--- src/hw/rtl/ovr_pkg.sv ---
// Package with the shared types, constants and exact-division tables of the rank unit.
`timescale 1ns / 1ps

package ovr_pkg;

  localparam int unsigned MAX_MODES = 8;
  localparam int unsigned MAX_TOTAL = 31;

  localparam int unsigned RANK_W = 26;
  localparam int unsigned ACC_W  = 30;
  localparam int unsigned OCC_W  = 6;
  localparam int unsigned SUM_W  = 7;
  localparam int unsigned POS_W  = 4;
  localparam int unsigned K_W    = 3;
  localparam int unsigned BASE_W = 5;

  typedef struct packed {
    logic              start;
    logic [BASE_W-1:0] base;
    logic [K_W-1:0]    k;
  } bn_req_t;

  typedef struct packed {
    logic busy;
    logic done;
  } bn_rsp_t;

  // Exact division by j is a right shift by the trailing zeros of j followed
  // by a multiplication with the inverse of the odd part modulo 2^ACC_W.
  function automatic logic [1:0] div_shift(input logic [K_W-1:0] j);
    logic [1:0] sh;
    unique case (j)
      3'd2:    sh = 2'd1;
      3'd4:    sh = 2'd2;
      3'd6:    sh = 2'd1;
      default: sh = 2'd0;
    endcase
    return sh;
  endfunction

  function automatic logic [ACC_W-1:0] div_inv(input logic [K_W-1:0] j);
    logic [ACC_W-1:0] inv;
    unique case (j)
      3'd3:    inv = 30'h2AAA_AAAB;
      3'd5:    inv = 30'h0CCC_CCCD;
      3'd6:    inv = 30'h2AAA_AAAB;
      3'd7:    inv = 30'h36DB_6DB7;
      default: inv = 30'h0000_0001;
    endcase
    return inv;
  endfunction

endpackage

--- src/hw/rtl/occupation_vector_rank_unit.sv ---
// Top level of the occupation vector rank unit: item intake, bound checks and result register.
`timescale 1ns / 1ps

// Mode counts arrive one item at a time, highest mode first, and the item with
// last set (mode 0) returns the rank of the vector within its fixed-total
// subspace together with an overflow flag; on overflow the rank reads 0. An
// item whose new running sum S is at least 1 at position i holds off the
// following items while C(S+i, i+1) is built on one shared multiplier that
// takes a multiply step and an exact-division step per factor. Every other
// item, including the last one, causes no multiplier stall. The finished
// result sits in an output register; while it waits to be taken no further
// item is accepted, but the next item may enter on the edge that takes it.
module occupation_vector_rank_unit
  import ovr_pkg::*;
(
  input  logic                    clk_i,
  input  logic                    rst_ni,
  input  logic                    in_valid_i,
  output logic                    in_stall_o,
  input  logic signed [OCC_W-1:0] occupation_i,
  input  logic                    last_i,
  output logic                    out_valid_o,
  input  logic                    out_stall_i,
  output logic [RANK_W-1:0]       rank_o,
  output logic                    overflow_o
);

  localparam logic [POS_W-1:0] LastPos = POS_W'(MAX_MODES - 1);
  localparam int unsigned      ExtW    = SUM_W + 1;

  logic signed [SUM_W-1:0] sum_q, sum_d;
  logic [POS_W-1:0]        pos_q, pos_d;
  logic [RANK_W-1:0]       rank_acc_q, rank_acc_d;
  logic                    err_q, err_d;

  logic                    out_valid_q, out_valid_d;
  logic [RANK_W-1:0]       out_rank_q, out_rank_d;
  logic                    out_ovf_q, out_ovf_d;

  bn_req_t                 bn_req;
  bn_rsp_t                 bn_rsp;
  logic [RANK_W-1:0]       bn_value;

  logic                    in_fire;
  logic signed [ExtW-1:0]  new_sum;
  logic                    sum_bad;

  assign in_stall_o = bn_rsp.busy | (out_valid_q & out_stall_i);
  assign in_fire    = in_valid_i & ~in_stall_o;

  assign new_sum = ExtW'(sum_q) + ExtW'(occupation_i);
  assign sum_bad = (new_sum < -ExtW'(1)) || (new_sum > $signed(ExtW'(MAX_TOTAL)));

  always_comb begin
    sum_d       = sum_q;
    pos_d       = pos_q;
    rank_acc_d  = rank_acc_q;
    err_d       = err_q;
    out_valid_d = out_valid_q & out_stall_i;
    out_rank_d  = out_rank_q;
    out_ovf_d   = out_ovf_q;
    bn_req      = '0;

    if (bn_rsp.done) begin
      rank_acc_d = rank_acc_q + bn_value;
    end

    if (in_fire) begin
      priority if (last_i) begin
        out_valid_d = 1'b1;
        out_rank_d  = err_q ? '0 : rank_acc_q;
        out_ovf_d   = err_q;
        sum_d       = '0;
        pos_d       = '0;
        rank_acc_d  = '0;
        err_d       = 1'b0;
      end else if (pos_q >= LastPos) begin
        // Too many modes; the position saturates.
        err_d = 1'b1;
      end else begin
        pos_d = pos_q + POS_W'(1);
        if (!err_q) begin
          if (sum_bad) begin
            err_d = 1'b1;
          end else begin
            sum_d = new_sum[SUM_W-1:0];
            // C(S+i, i+1) is zero unless S is at least 1.
            if (new_sum > ExtW'(0)) begin
              bn_req.start = 1'b1;
              bn_req.base  = BASE_W'(new_sum - ExtW'(1));
              bn_req.k     = K_W'(pos_q + POS_W'(1));
            end
          end
        end
      end
    end
  end

  always_ff @(posedge clk_i or negedge rst_ni) begin
    if (!rst_ni) begin
      sum_q       <= '0;
      pos_q       <= '0;
      rank_acc_q  <= '0;
      err_q       <= 1'b0;
      out_valid_q <= 1'b0;
    end else begin
      sum_q       <= sum_d;
      pos_q       <= pos_d;
      rank_acc_q  <= rank_acc_d;
      err_q       <= err_d;
      out_valid_q <= out_valid_d;
    end
  end

  always_ff @(posedge clk_i) begin
    out_rank_q <= out_rank_d;
    out_ovf_q  <= out_ovf_d;
  end

  ovr_binom u_binom (
    .clk_i   (clk_i),
    .rst_ni  (rst_ni),
    .req_i   (bn_req),
    .rsp_o   (bn_rsp),
    .value_o (bn_value)
  );

  assign out_valid_o = out_valid_q;
  assign rank_o      = out_rank_q;
  assign overflow_o  = out_ovf_q;

  a_ovf_rank_zero: assert property (@(posedge clk_i) disable iff (!rst_ni)
    out_valid_o && overflow_o |-> rank_o == '0)
    else $error("overflow result carries a nonzero rank");

  a_pos_bound: assert property (@(posedge clk_i) disable iff (!rst_ni)
    pos_q <= LastPos)
    else $error("mode position ran past its limit");

  a_sum_bound: assert property (@(posedge clk_i) disable iff (!rst_ni)
    sum_q >= -SUM_W'(1) && sum_q <= $signed(SUM_W'(MAX_TOTAL)))
    else $error("running sum left its legal range");

  a_start_busy: assert property (@(posedge clk_i) disable iff (!rst_ni)
    bn_req.start |=> bn_rsp.busy && in_stall_o)
    else $error("binomial start did not hold off the next item");

endmodule

--- src/hw/rtl/ovr_binom.sv ---
// Binomial coefficient unit: one shared multiplier alternates product and exact-division steps.
`timescale 1ns / 1ps

module ovr_binom
  import ovr_pkg::*;
(
  input  logic              clk_i,
  input  logic              rst_ni,
  input  bn_req_t           req_i,
  output bn_rsp_t           rsp_o,
  output logic [RANK_W-1:0] value_o
);

  typedef enum logic [3:0] {
    ST_IDLE = 4'b0001,
    ST_MUL  = 4'b0010,
    ST_DIV  = 4'b0100,
    ST_DONE = 4'b1000
  } bn_state_e;

  bn_state_e         state_q, state_d;
  logic [ACC_W-1:0]  acc_q, acc_d;
  logic [K_W-1:0]    j_q, j_d;
  logic [K_W-1:0]    k_q, k_d;
  logic [BASE_W-1:0] base_q, base_d;

  logic [ACC_W-1:0]  mul_a, mul_b, mul_p;

  // Operand selection for the single multiplier.
  always_comb begin
    mul_a = acc_q;
    mul_b = '0;
    unique case (state_q)
      ST_MUL: begin
        mul_b = ACC_W'(base_q) + ACC_W'(j_q);
      end
      ST_DIV: begin
        mul_a = acc_q >> div_shift(j_q);
        mul_b = div_inv(j_q);
      end
      default: begin
        mul_b = '0;
      end
    endcase
  end

  assign mul_p = mul_a * mul_b;

  // After step j the accumulator holds C(base + j, j).
  always_comb begin
    state_d = state_q;
    acc_d   = acc_q;
    j_d     = j_q;
    k_d     = k_q;
    base_d  = base_q;
    unique case (state_q)
      ST_IDLE: begin
        if (req_i.start) begin
          acc_d   = ACC_W'(1);
          j_d     = K_W'(1);
          k_d     = req_i.k;
          base_d  = req_i.base;
          state_d = ST_MUL;
        end
      end
      ST_MUL: begin
        acc_d   = mul_p;
        state_d = ST_DIV;
      end
      ST_DIV: begin
        acc_d = mul_p;
        if (j_q == k_q) begin
          state_d = ST_DONE;
        end else begin
          j_d     = j_q + K_W'(1);
          state_d = ST_MUL;
        end
      end
      ST_DONE: begin
        state_d = ST_IDLE;
      end
      default: begin
        state_d = ST_IDLE;
      end
    endcase
  end

  always_ff @(posedge clk_i or negedge rst_ni) begin
    if (!rst_ni) begin
      state_q <= ST_IDLE;
    end else begin
      state_q <= state_d;
    end
  end

  always_ff @(posedge clk_i) begin
    acc_q  <= acc_d;
    j_q    <= j_d;
    k_q    <= k_d;
    base_q <= base_d;
  end

  assign rsp_o.busy = (state_q != ST_IDLE);
  assign rsp_o.done = (state_q == ST_DONE);
  assign value_o    = acc_q[RANK_W-1:0];

endmodule
--- config.mk ---
export PLATFORM = sky130hd
export DESIGN_NAME = occupation_vector_rank_unit
export DESIGN_NICKNAME = d
export VERILOG_FILES = /design/src/hw/rtl/ovr_pkg.sv /design/src/hw/rtl/occupation_vector_rank_unit.sv /design/src/hw/rtl/ovr_binom.sv
export SDC_FILE = /design/constraint.sdc
export NUM_CORES = 1
export LEC_CHECK = 0
export BUFFER_PORTS_ARGS = -buffer_cell sky130_fd_sc_hd__buf_2
export CAP_MARGIN = 20
export CELL_PAD_IN_SITES_DETAIL_PLACEMENT = 0
export CELL_PAD_IN_SITES_GLOBAL_PLACEMENT = 1
export CORE_UTILIZATION = 50
export CTS_CLUSTER_DIAMETER = 100
export DETAILED_ROUTE_END_ITERATION = 10
export GPL_TIMING_DRIVEN = 0
export PLACE_DENSITY_LB_ADDON = 0.1
export SLEW_MARGIN = 20
export SYNTH_ARGS = -nofsm -noshare
export SYNTH_HDL_FRONTEND = slang
export SYNTH_SLANG_ARGS = --single-unit
--- constraint.sdc ---
create_clock -name clk_i -period 13.6 [get_ports clk_i]
set_input_delay 2.72 -clock clk_i [delete_from_list [all_inputs] [get_ports clk_i]]
set_output_delay 2.72 -clock clk_i [all_outputs]
set_load 0.02 [all_outputs]
# Yosys cells after proc, flatten, opt, wreduce, memory -nomap -nowiden
# Index checks and enable logic that the tools add are counted.
# totals
regBits,111
input_bits,11
out_inout_bits,29
elab_cells,94
# classes
add_sub_neg,6
mul,1
n_lt_le_gt_ge,4
n_eq_ne,17
n_shift,1
mux,34
n_bitwise,6
n_reduce_logical,13
# op_table
operator,n
30-bit case mux with 2 select lines,2
30-bit case mux with 3 select lines,1
26-bit two-way mux,3
30-bit two-way mux,2
9-bit two-way mux,6
30-bit by 30-bit multiplier with 30-bit output,1
30-bit by 2-bit right shift with 30-bit output,1
7-bit two-way mux,4
26-bit adder,1
4-bit two-way mux,4
3-bit == test (second input constant),4
4-bit case mux with 3 select lines,1
2-bit != test (second input constant),5
7-bit by 6-bit adder with 8-bit output,1
8-bit by 1-bit greater-than comparator with 1-bit output (second input constant),1
8-bit by 6-bit greater-than comparator with 1-bit output (second input constant),1
8-bit by 1-bit < comparator with 1-bit output (second input constant),1
2-bit AND reduction,4
5-bit by 3-bit adder with 6-bit output,1
3-bit by 2-bit == test with 1-bit output (second input constant),2
1-bit two-way mux,6
3-bit two-way mux,2
3-bit case mux with 2 select lines,1
2-bit OR reduction,3
20 further kinds,24

# Longest topological paths before layout
# Gate-level depths: netlist (run 1).
# depth
word_depth,10
depth_mapped,39
ltp_nobuf,35

# Modules after synthesis
# A second synthesis (run 1) with hierarchy kept.
# unflattened
cells_unflattened,2115
hier_area_um2,19710.2
# modules_own_cells
module,instances,cells_per_inst,area_each_um2,seq_area_each_um2
ovr_binom,1,1652,15300.9,1332.5
occupation_vector_rank_unit,1,463,4409.2,1786.7

# Worst setup path before layout (run 1)
# Ideal clock, no wire load.
# synth_timing
path_type,register to register
startpoint,register u_binom.j_q[0]
endpoint,"register u_binom.acc_q[29], data pin"
setup_ps,266
arrival_ps,8523
required_ps,13334
slack_ps,4811
stages_incl_launch_ff,36
path_buffers,5
period_less_slack_ps,8789
path_cell_list,edfxtp_1 inv_1 ha_1 buf_2 buf_2 buf_4 buf_2 mux2i_1 nand2_1 a21oi_1 or2_2 clkbuf_1 nor2_1 mux2_2 ha_1 a21o_1 inv_1 fa_1 fa_1 inv_1 fa_1 inv_1 fa_1 fa_1 fa_1 fa_1 xor2_1 xnor2_1 xnor2_1 xnor2_1 xnor2_1 xnor3_1 xnor2_1 xnor3_1 xnor2_1 nor2_1
# synth_via
elab_chain_len,8
elab_cells_between_ends,17
classes_between,add/sub: 1; mul: 1; eq/ne: 6; shift: 1; mux: 6; reduce/logical: 2
# synth_lines
element,line,source
start: declaration,ovr_binom.sv:23,"logic [K_W-1:0] j_q, j_d;"
start signal: assignment,ovr_binom.sv:98,j_q <= j_d;
3-bit by 2-bit == test with 1-bit output / 3-bit == test (equally long branches),"ovr_pkg.sv:32, ovr_pkg.sv:43",
2-bit OR reduction (no line),-,
2-bit case mux with 2 select lines,ovr_pkg.sv:32,unique case (j)
2-bit two-way mux,ovr_binom.sv:33,unique case (state_q)
30-bit by 2-bit right shift with 30-bit output,ovr_binom.sv:38,mul_a = acc_q >> div_shift(j_q);
30-bit two-way mux,ovr_binom.sv:33,
30-bit by 30-bit multiplier with 30-bit output (*),ovr_binom.sv:47,assign mul_p = mul_a * mul_b;
30-bit case mux with 2 select lines (*),ovr_binom.sv:56,unique case (state_q)
end signal: assignment,ovr_binom.sv:97,acc_q <= acc_d;
end: declaration,ovr_binom.sv:22,"logic [ACC_W-1:0] acc_q, acc_d;"
# Every way passes the cells marked *; elsewhere a longest branch is shown, timed or not. The select of a mux whose other input is x is not followed.
# A chain may end at the register's enable or synchronous reset.

# Final worst setup path (run 1)
# layout_timing
startpoint,register u_binom.state_q[3]
endpoint,"register u_binom.acc_q[28], data pin"
# layout_via
elab_chain_len,4
elab_cells_between_ends,8
classes_between,mul: 1; eq/ne: 3; mux: 3; reduce/logical: 1
# layout_lines
element,line,source
start: declaration,ovr_binom.sv:21,"bn_state_e state_q, state_d;"
start signal: assignment,ovr_binom.sv:92,state_q <= state_d;
4-bit by 3-bit == test with 1-bit output / 4-bit by 2-bit == test with 1-bit output (equally long branches),"ovr_binom.sv:33, ovr_binom.sv:56",
30-bit case mux with 2 select lines / 30-bit two-way mux (equally long branches),ovr_binom.sv:33,
30-bit by 30-bit multiplier with 30-bit output,ovr_binom.sv:47,
30-bit case mux with 2 select lines (*),ovr_binom.sv:56,
# Every way passes the cells marked *; elsewhere a longest branch is shown, timed or not.

==> flow_metrics.env, run 1 <==
export IMPL_outcome="completed"
export IMPL_synth_nets=2617
export IMPL_placementRows=71
export IMPL_stdcell_count=2684
export IMPL_reg2reg_from="u_binom.state_q[3]"
export IMPL_finalHoldViolations=0
export IMPL_slowest_stage="a31oi_1"
export IMPL_coreArea_mm2=0.0378
export IMPL_yosys_top_cells_area="fa_1 (33%), ha_1 (11%), edfxtp_1 (11%), inv_1 (8.0%), dfrtp_1 (5.4%)"
export IMPL_finalCriticalPeriod_ns=11.42
export IMPL_final_cell_mix="inv_1 (411), fa_1 (315), nor2_1 (261)"
export IMPL_fmax_mhz=87.6
export IMPL_place_area_mm2=0.0202
export IMPL_initial_core_util_pct=51.2
export IMPL_ys_types=71
export IMPL_design_area_mm2=0.0205
export IMPL_postCtsSetupRepairBufs=0
export IMPL_clock_sinks=111
export IMPL_dieWidth_um=199
export IMPL_yosys_warnings=0
export IMPL_p_sw_mw=0.293
export IMPL_ios=40
export IMPL_slowest_delay_ns=0.91
export IMPL_grt_pass1_vias=15594
export IMPL_drive_above_1_share_pct=5.75
export IMPL_routed_wl_mm=61.3
export IMPL_die_y_um=199
export IMPL_cts_tree="done"
export IMPL_critPathCapture="u_binom.acc_q[28]"
export IMPL_synth_top_area_share_pct=32.6
export IMPL_power_mw=0.909
export IMPL_crit_fanout=10
export IMPL_antenna_found_initial=1
export IMPL_synth_ff_type="edfxtp_1"
export IMPL_wl_per_cell_um=22.8
export IMPL_internal_power_mw=0.616
export IMPL_peakVddDrop_mv=0.0878
export IMPL_ant_nets=0
export IMPL_clk_latency_ns=0.36
export IMPL_grt_pass1_wl_mm=93.8
export IMPL_reg2reg_depth=31
export IMPL_end_kind="register"
export IMPL_synth_cells=2117
export IMPL_critical_path_required_ns=13.70
export IMPL_period_share_pct=84.0
export IMPL_firstDrtPassIters=8
export IMPL_report_final_slew_viol_count=0
export IMPL_clkTransAtPathRegs_ns=0.07
export IMPL_hold_path_class="register to register"
export IMPL_reg2reg_to="u_binom.acc_q[28]"
export IMPL_power_per_cell_area_mw_per_mm2=44.3
export IMPL_grt_setup_unrepaired="no"
export IMPL_nets=2668
export IMPL_critPathLaunch="u_binom.state_q[3]"
export IMPL_syn_area_per_cell_um2=9.15
export IMPL_pre_cts_ws_ns=2.41
export IMPL_arrival_ns=11.52
export IMPL_clock_path_buffers=2
export IMPL_ys_ff_latch=111
export IMPL_grt_total_usage_pct=33.1
export IMPL_r2r_setup_slack_ns=2.18
export IMPL_diodes=0
export IMPL_portBuffers=39
export IMPL_maxCapViolCount=0
export IMPL_async_reset_ff_share_pct=38.7
export IMPL_timing_final_ws_setup_ns=2.18
export IMPL_worst_setup_path_type="register to register"
export IMPL_critPathLaunchType="register"
export IMPL_cts_hold_buf=0
export IMPL_synth_seq_area_share_pct=16.1
export IMPL_vias=14944
export IMPL_hold_slack_ns=0.495
export IMPL_yosysTopAreaCell="fa_1"
export IMPL_ctsRootBufferMaster="clkbuf_16"
export IMPL_finClkSkew_ns=0.00727
export IMPL_setup_viol_count_final=0
export IMPL_die_area_mm2=0.0395
export IMPL_layout_commonest_cell="inv_1"
export IMPL_synth_edf_count=68
export IMPL_post_cts_resize_count=0
export IMPL_drc=0
export IMPL_seqPwrFrac_pct=44.5
export IMPL_cts_buffers=9
export IMPL_combinationalPowerShare_pct=25.1
export IMPL_grt_overflow_total=0
export IMPL_h_tree_depth=3
export IMPL_synth_cell_area_mm2=0.0194
export IMPL_hpwl_mm=53.0
export IMPL_drtIter0Drc=1256
export IMPL_area_growth_synth_to_final_pct=6.05
export IMPL_slew_headroom_pct=16.2
export IMPL_finalSetupTns_ns=0
export IMPL_grt_max_degree=44
export IMPL_worst_slew_pin_slew_ns=1.25
export IMPL_fin_util_pct=54.3
export IMPL_routabilityCongestion=1.02
export IMPL_dp_cells=2668
export IMPL_cp_common_cell="fa_1"
export IMPL_clkPwrFrac_pct=30.4
export IMPL_power_share_switching_pct=32.2
export IMPL_nFillCells=3622
export IMPL_leakage_nw=10.2
export IMPL_avgViaCountPerCell=5.57
## sequential cells by signal, summed over array words and instances (netlist names)
signal and count:
u_binom.k_q 3, pos_q 4, sum_q 7, out_valid_o 1, u_binom.j_q 3, overflow_o 1, u_binom.state_q 4, err_q 1
u_binom.acc_q 30, rank_o 26, u_binom.base_q 5, rank_acc_q 26
## worst min path at each step
| stage | from | end | slack (ns) | depth (start not counted) |
|---|---|---|---|---|
| after floorplan | err_q | overflow_o | 0.45 | 0 |
| after global placement | err_q | overflow_o | 0.46 | 0 |
| after detailed placement | err_q | overflow_o | 0.48 | 0 |
| after CTS | err_q | overflow_o | 0.50 | 0 |
| after global routing | err_q | overflow_o | 0.50 | 0 |
| final | err_q | overflow_o | 0.50 | 0 |
## power groups by stage
stage	clock, mW	sequential [mW]	combinational (mW)
after CTS	0.282	0.404	0.228
after floorplan	0	0.412	0.159
after global placement	0	0.411	0.221
final	0.276	0.404	0.228
after detailed placement	0	0.411	0.227
after global routing	0.295	0.408	0.256
## logic make-up after synthesis
| group | synth area share, % |
|---|---|
| compound gates | 9.35 |
| xor+xnor | 4.78 |
| fa+ha+maj | 43.8 |
| buf+inv | 9.56 |
| flops | 16.1 |
| mux | 2.68 |
| simple gates | 13.7 |
## Yosys cell counts, types with 37 or more instances
| library cell | count |
|---|---|
| xnor2_1 | 71 |
| fa_1 | 315 |
| a21oi_1 | 103 |
| edfxtp_1 | 68 |
| a21o_1 | 37 |
| ha_1 | 174 |
| dfrtp_1 | 42 |
| nand2_1 | 206 |
| inv_1 | 412 |
| nor2_1 | 262 |
| clkbuf_1 | 45 |
| o21ai_0 | 54 |
## critical path: cells and delay by family, from the launching register on
kind | cells | cell delay, ns
adder cells (fa/ha/maj) | 9 | 4.38
buffers and inverters | 9 | 2.35
AO/OA/AOI/OAI | 9 | 2.66
XOR/XNOR | 1 | 0.30
AND/OR/NAND/NOR | 3 | 0.99
flip-flops | 1 | 0.46
## layout make-up
cell class              instances  area [um2]  share of cell area, %
plain buffers                  67         302                   1.47
clock buffers                  11         243                   1.18
clock inverters                 5        63.8                  0.311
inverters                     413        1550                   7.55
multi-input cells            1526       14400                   70.1
flip-flops and latches        111        3120                   15.2
well taps                     511         639                   3.11
repair buffers                 40         218                   1.06
## routing by layer
metal  share of wire [%]  vias to the layer above  wire (um)  global-route usage (%)
met1                  44                     7504      26800                    46.7
met4                 4.4                        2       2720                    12.9
met2                  44                      556      27100                    50.4
li1                    -                     6762          -                       -
met3                 7.7                      120       4720                    5.99
met5               0.021                        -         13                       0
No activity file was read; power rests on OpenSTA's default activity.
==> run 2: changes to the inputs <==
==> constraint.sdc (replaced) <==
create_clock -name clk_i -period 10.8 [get_ports clk_i]
set_input_delay 2.16 -clock clk_i [delete_from_list [all_inputs] [get_ports clk_i]]
set_output_delay 2.16 -clock clk_i [all_outputs]
set_load 0.02 [all_outputs]
==> run 2 against run 1 <==
Global-route usage unchanged. Critical endpoint is now u_binom.acc_q[29]. Flip-flop and latch count unchanged. Critical path depth unchanged. Die area did not move. Clock skew about the same. Final area is 0.16% higher. Register-to-register slack worse by 1.8 ns. Final cell count hardly changed. Combinational power rose by 26%. Sequential share of layout area is essentially flat. Routed wire length rose by 0.10%. Worst setup slack worse by 1.8 ns.
==> flow_metrics.env, run 2 (synthesized netlist as in run 1, its figures left out) <==
export IMPL_nets=2666
export IMPL_critPathCapture="u_binom.acc_q[29]"
export IMPL_slew_headroom_pct=15.1
export IMPL_avgViaCountPerCell=5.59
export IMPL_clock_path_buffers=2
export IMPL_reg2reg_from="u_binom.state_q[3]"
export IMPL_largest_reg_flops=30
export IMPL_cp_common_cell="fa_1"
export IMPL_leakage_nw=10.3
export IMPL_critPathLaunchType="register"
export IMPL_period_share_pct=96.3
export IMPL_r2r_setup_slack_ns=0.40
export IMPL_worst_slew_pin_slew_ns=1.27
export IMPL_ios=40
export IMPL_firstDrtPassIters=5
export IMPL_clock_sinks=111
export IMPL_initial_core_util_pct=51.2
export IMPL_report_final_slew_viol_count=0
export IMPL_routed_wl_mm=61.4
export IMPL_nFillCells=3619
export IMPL_reg2reg_depth=31
export IMPL_antenna_found_initial=1
export IMPL_pre_cts_ws_ns=-0.390
export IMPL_drtIter0Drc=1314
export IMPL_finalCriticalPeriod_ns=10.40
export IMPL_top_register="u_binom.acc_q"
export IMPL_finClkSkew_ns=0.00745
export IMPL_fin_util_pct=54.3
export IMPL_grt_setup_unrepaired="no"
export IMPL_place_area_mm2=0.0202
export IMPL_wl_per_cell_um=22.9
export IMPL_finalHoldViolations=0
export IMPL_clkTransAtPathRegs_ns=0.07
export IMPL_design_area_mm2=0.0206
export IMPL_power_per_cell_area_mw_per_mm2=55.7
export IMPL_die_y_um=199
export IMPL_ctsRootBufferMaster="clkbuf_16"
export IMPL_h_tree_depth=3
export IMPL_hpwl_mm=53.0
export IMPL_setup_viol_count_final=0
export IMPL_diodes=0
export IMPL_outcome="completed"
export IMPL_vias=14989
export IMPL_cts_tree="done"
export IMPL_grt_max_degree=44
export IMPL_routabilityCongestion=1.02
export IMPL_hold_path_class="register to register"
export IMPL_coreArea_mm2=0.0378
export IMPL_grt_pass1_wl_mm=93.7
export IMPL_arrival_ns=10.50
export IMPL_fmax_mhz=96.1
export IMPL_dieWidth_um=199
export IMPL_clk_latency_ns=0.36
export IMPL_grt_overflow_total=0
export IMPL_postCtsSetupRepairBufs=0
export IMPL_min_from="err_q"
export IMPL_layout_commonest_cell="inv_1"
export IMPL_drc=0
export IMPL_die_area_mm2=0.0395
export IMPL_cts_hold_buf=0
export IMPL_timing_final_ws_setup_ns=0.399
export IMPL_cts_buffers=9
export IMPL_end_kind="register"
export IMPL_post_cts_resize_count=2
export IMPL_power_mw=1.15
export IMPL_stdcell_count=2682
export IMPL_placementRows=71
export IMPL_crit_fanout=10
export IMPL_area_growth_synth_to_final_pct=6.22
export IMPL_slowest_stage="nor4b_4"
export IMPL_portBuffers=39
export IMPL_final_cell_mix="inv_1 (411), fa_1 (315), nor2_1 (260)"
export IMPL_grt_total_usage_pct=33.1
export IMPL_drive_above_1_share_pct=6.36
export IMPL_peakVddDrop_mv=0.110
export IMPL_maxCapViolCount=0
export IMPL_grt_pass1_vias=15584
export IMPL_slowest_delay_ns=0.65
export IMPL_critical_path_required_ns=10.90
export IMPL_ant_nets=0
export IMPL_dp_cells=2668
export IMPL_critPathLaunch="u_binom.state_q[3]"
export IMPL_worst_setup_path_type="register to register"
export IMPL_reg2reg_to="u_binom.acc_q[29]"
## run 2: changes by cell type in the layout (fill, tap and decap cells not counted), moves of 2 or more
| cell | delta |
|---|---|
| a21oi_1 | -3 |
| buf_1 | -2 |
| clkbuf_2 | +6 |
| a21oi_2 | +3 |
| clkbuf_1 | -6 |
## run 2: area by class of cell
type                            instances  area [um2]  share of cell area, %
Buffer                                 65         302                   1.47
Inverter                              413        1550                   7.54
Multi-Input combinational cell       1526       14400                   70.2
Clock inverter                          5        63.8                  0.310
Sequential cell                       111        3120                   15.2
Tap cell                              511         639                   3.11
Clock buffer                           11         243                   1.18
Timing Repair Buffer                   40         218                   1.06
## run 2: critical path, delay by kind of cell, from the launching register on
kind / cells / cell delay (ns)
adder cells (fa/ha/maj): 9 / 4.46
XOR/XNOR: 1 / 0.19
AND/OR/NAND/NOR: 5 / 1.60
buffers and inverters: 9 / 1.75
AO/OA/AOI/OAI: 7 / 1.64
flip-flops: 1 / 0.47
## run 2: per-stage QoR
step / setup TNS (ns) / hold WS, ns
after global routing: 0 / 0.497
after global placement: -0.864 / 0.463
after CTS: 0 / 0.496
after detailed placement: -0.835 / 0.480
final: 0 / 0.495
after floorplan: 0 / 0.445
## run 2: how the worst min path moves through the flow
stage | endpoint | slack (ns) | depth (start not counted)
floorplan | overflow_o | 0.45 | 0
global placement | overflow_o | 0.46 | 0
detailed placement | overflow_o | 0.48 | 0
CTS | overflow_o | 0.50 | 0
global route | overflow_o | 0.50 | 0
finish | overflow_o | 0.50 | 0
## run 2: report_power, final
group          internal (mW)  leakage, nW  switching, mW  total, mW
sequential             0.483         1.25         0.0264      0.509
clock                  0.189        0.152          0.159      0.349
combinational          0.104         8.86          0.184      0.287
## run 2: metal layers
metal  wire, um  GRT usage (%)  vias up
met5         13              0        -
met4       2700           12.9        2
met3       4780           5.99      114
met2      27100           50.4      532
met1      26700           46.7     7581
li1           -              -     6760
==> run 3: changes to the inputs <==
--- a/config.mk
+++ b/config.mk
@@ -12,8 +12,7 @@
 export CORE_UTILIZATION = 50
 export CTS_CLUSTER_DIAMETER = 100
 export DETAILED_ROUTE_END_ITERATION = 10
-export GPL_TIMING_DRIVEN = 0
-export PLACE_DENSITY_LB_ADDON = 0.1
+export PLACE_DENSITY = 0.85
 export SLEW_MARGIN = 20
 export SYNTH_ARGS = -nofsm -noshare
 export SYNTH_HDL_FRONTEND = slang
==> run 3 against run 2 <==
Global-route usage down 1.7 points. Utilization down 0.28 points. Final cell count down 1.3%. Largest power group unchanged. Sequential power up 2%. Combinational power down 8.0%. First-iteration DRC count down 24%. Clock skew up 0.0053 ns. Highest routed layer is now met4. Clock power down 1%. Flip-flop and latch count unchanged. Largest cell class unchanged. Count of clock-buffer cells in the layout down 1. Non-clock buffer count down 35. Power down 1.5%.
==> flow_metrics.env, run 3 (synthesized netlist as in run 1, its figures left out) <==
export IMPL_min_to="rank_acc_q[25]"
export IMPL_power_mw=1.13
export IMPL_cts_hold_buf=0
export IMPL_drive_above_1_share_pct=6.69
export IMPL_crit_fanout=20
export IMPL_grt_total_usage_pct=31.3
export IMPL_setup_viol_count_final=0
export IMPL_min_from="rank_acc_q[25]"
export IMPL_timing_final_ws_setup_ns=1.08
export IMPL_initial_core_util_pct=51.2
export IMPL_pre_cts_ws_ns=1.22
export IMPL_power_per_cell_area_mw_per_mm2=55.1
export IMPL_path_delay_family="adder cells"
export IMPL_h_tree_depth=3
export IMPL_peakVddDrop_mv=0.0973
export IMPL_firstDrtPassIters=5
export IMPL_layout_commonest_cell="inv_1"
export IMPL_finalHoldViolations=0
export IMPL_postCtsSetupRepairBufs=0
export IMPL_diodes=0
export IMPL_period_share_pct=90.0
export IMPL_ant_nets=0
export IMPL_finClkSkew_ns=0.0127
export IMPL_reg2reg_depth=32
export IMPL_ios=40
export IMPL_drtIter0Drc=998
export IMPL_reg2reg_from="u_binom.j_q[1]"
export IMPL_outcome="completed"
export IMPL_ctsRootBufferMaster="clkbuf_16"
export IMPL_hold_path_class="register to register"
export IMPL_hpwl_mm=50.0
export IMPL_wl_per_cell_um=22.0
export IMPL_cts_buffers=9
export IMPL_finalSetupTns_ns=0
export IMPL_grt_overflow_total=0
export IMPL_die_y_um=199
export IMPL_critPathLaunchType="register"
export IMPL_leakage_nw=10.2
export IMPL_post_cts_resize_count=0
export IMPL_routabilityCongestion=1.06
export IMPL_end_kind="register"
export IMPL_reg2reg_to="u_binom.acc_q[28]"
export IMPL_slowest_stage="a31oi_1"
export IMPL_nFillCells=3560
export IMPL_cp_common_cell="fa_1"
export IMPL_grt_setup_unrepaired="no"
export IMPL_maxCapViolCount=0
export IMPL_slowest_delay_ns=0.71
export IMPL_routed_wl_mm=58.1
export IMPL_grt_max_degree=49
export IMPL_area_growth_synth_to_final_pct=5.67
export IMPL_nets=2631
export IMPL_top_register="u_binom.acc_q"
export IMPL_worst_setup_path_type="register to register"
export IMPL_largest_reg_flops=30
export IMPL_path_buf_inv=7
export IMPL_avgViaCountPerCell=5.60
export IMPL_dieWidth_um=199
export IMPL_hold_path_depth=1
export IMPL_clock_path_buffers=2
export IMPL_report_final_slew_viol_count=0
export IMPL_fmax_mhz=103
export IMPL_finalCriticalPeriod_ns=9.72
export IMPL_cts_tree="done"
export IMPL_portBuffers=39
export IMPL_fin_util_pct=54.1
export IMPL_final_cell_mix="inv_1 (410), fa_1 (315), nor2_1 (259)"
export IMPL_clkTransAtPathRegs_ns=0.08
export IMPL_arrival_ns=9.84
export IMPL_antenna_found_initial=1
export IMPL_grt_pass1_wl_mm=90.9
export IMPL_clock_sinks=111
export IMPL_vias=14810
export IMPL_r2r_setup_slack_ns=1.08
export IMPL_drc=0
export IMPL_grt_pass1_vias=15552
export IMPL_worst_slew_pin_slew_ns=1.15
export IMPL_slew_headroom_pct=23.4
export IMPL_clk_latency_ns=0.36
export IMPL_critical_path_required_ns=10.92
export IMPL_placementRows=71
export IMPL_die_area_mm2=0.0395
export IMPL_coreArea_mm2=0.0378
==> run 3: cell count changes in the layout (fill, tap and decap cells not counted), moves of 2 or more <==
| cell | change |
|---|---|
| clkbuf_2 | -6 |
| a21oi_2 | -2 |
| buf_6 | -3 |
| clkinv_1 | +2 |
| a21oi_1 | +2 |
| o21ai_0 | +2 |
| buf_1 | -3 |
| clkbuf_1 | -39 |
| o21ai_1 | -3 |
| buf_2 | -9 |
| buf_4 | +26 |
==> run 3: how the worst max path moves through the flow <==
stage	startpoint	to	slack, ns	depth (start not counted)
2_1_floorplan	u_binom.j_q[0]	u_binom.acc_q[29]	2.01	35
3_3_place_gp	u_binom.j_q[1]	u_binom.acc_q[28]	1.47	32
3_5_place_dp	u_binom.j_q[1]	u_binom.acc_q[28]	1.22	32
4_1_cts	u_binom.j_q[1]	u_binom.acc_q[28]	1.21	32
5_1_grt	u_binom.j_q[0]	u_binom.acc_q[28]	0.64	32
6_report	u_binom.j_q[1]	u_binom.acc_q[28]	1.08	32
==> run 3: layout make-up <==
type,count,area (um2),area share (%)
clock buffers,10,229,1.12
clock inverters,6,67.6,0.330
inverters,413,1550,7.58
multi-input cells,1526,14400,70.5
flip-flops and latches,111,3120,15.2
well taps,511,639,3.13
repair buffers,70,428,2.09
==> run 3: per-layer routing <==
| layer | vias to the layer above | global-route usage, % | part of all wire, % |
|---|---|---|---|
| met5 | - | 0 | 0 |
| met4 | 0 | 14.0 | 5.2 |
| li1 | 6694 | - | - |
| met1 | 7408 | 41.1 | 42 |
| met2 | 568 | 51.3 | 47 |
| met3 | 140 | 4.93 | 6.4 |
==> run 3: worst register-to-register path, delay by kind of cell, from the launching register on <==
kind            cells  cell delay (ns)
compound gates      8             1.90
xor+xnor            1             0.20
fa+ha+maj          10             4.72
buf+inv             7             0.55
flops               1             0.50
mux                 1             0.43
simple gates        5             1.18
==> run 3: per-stage QoR <==
step	hold WS, ns	std cells	instance area [um2]
after detailed placement	0.483	2631	20200
final	0.500	2647	20500
after global routing	0.519	2647	20500
after CTS	0.495	2647	20400
after global placement	0.472	2630	20100
after floorplan	0.445	2117	19400
==> run 3: report_power, final <==
part | switching (mW) | total, mW | internal, mW
clock | 0.162 | 0.344 | 0.183
sequential | 0.0373 | 0.520 | 0.483
combinational | 0.165 | 0.264 | 0.0991
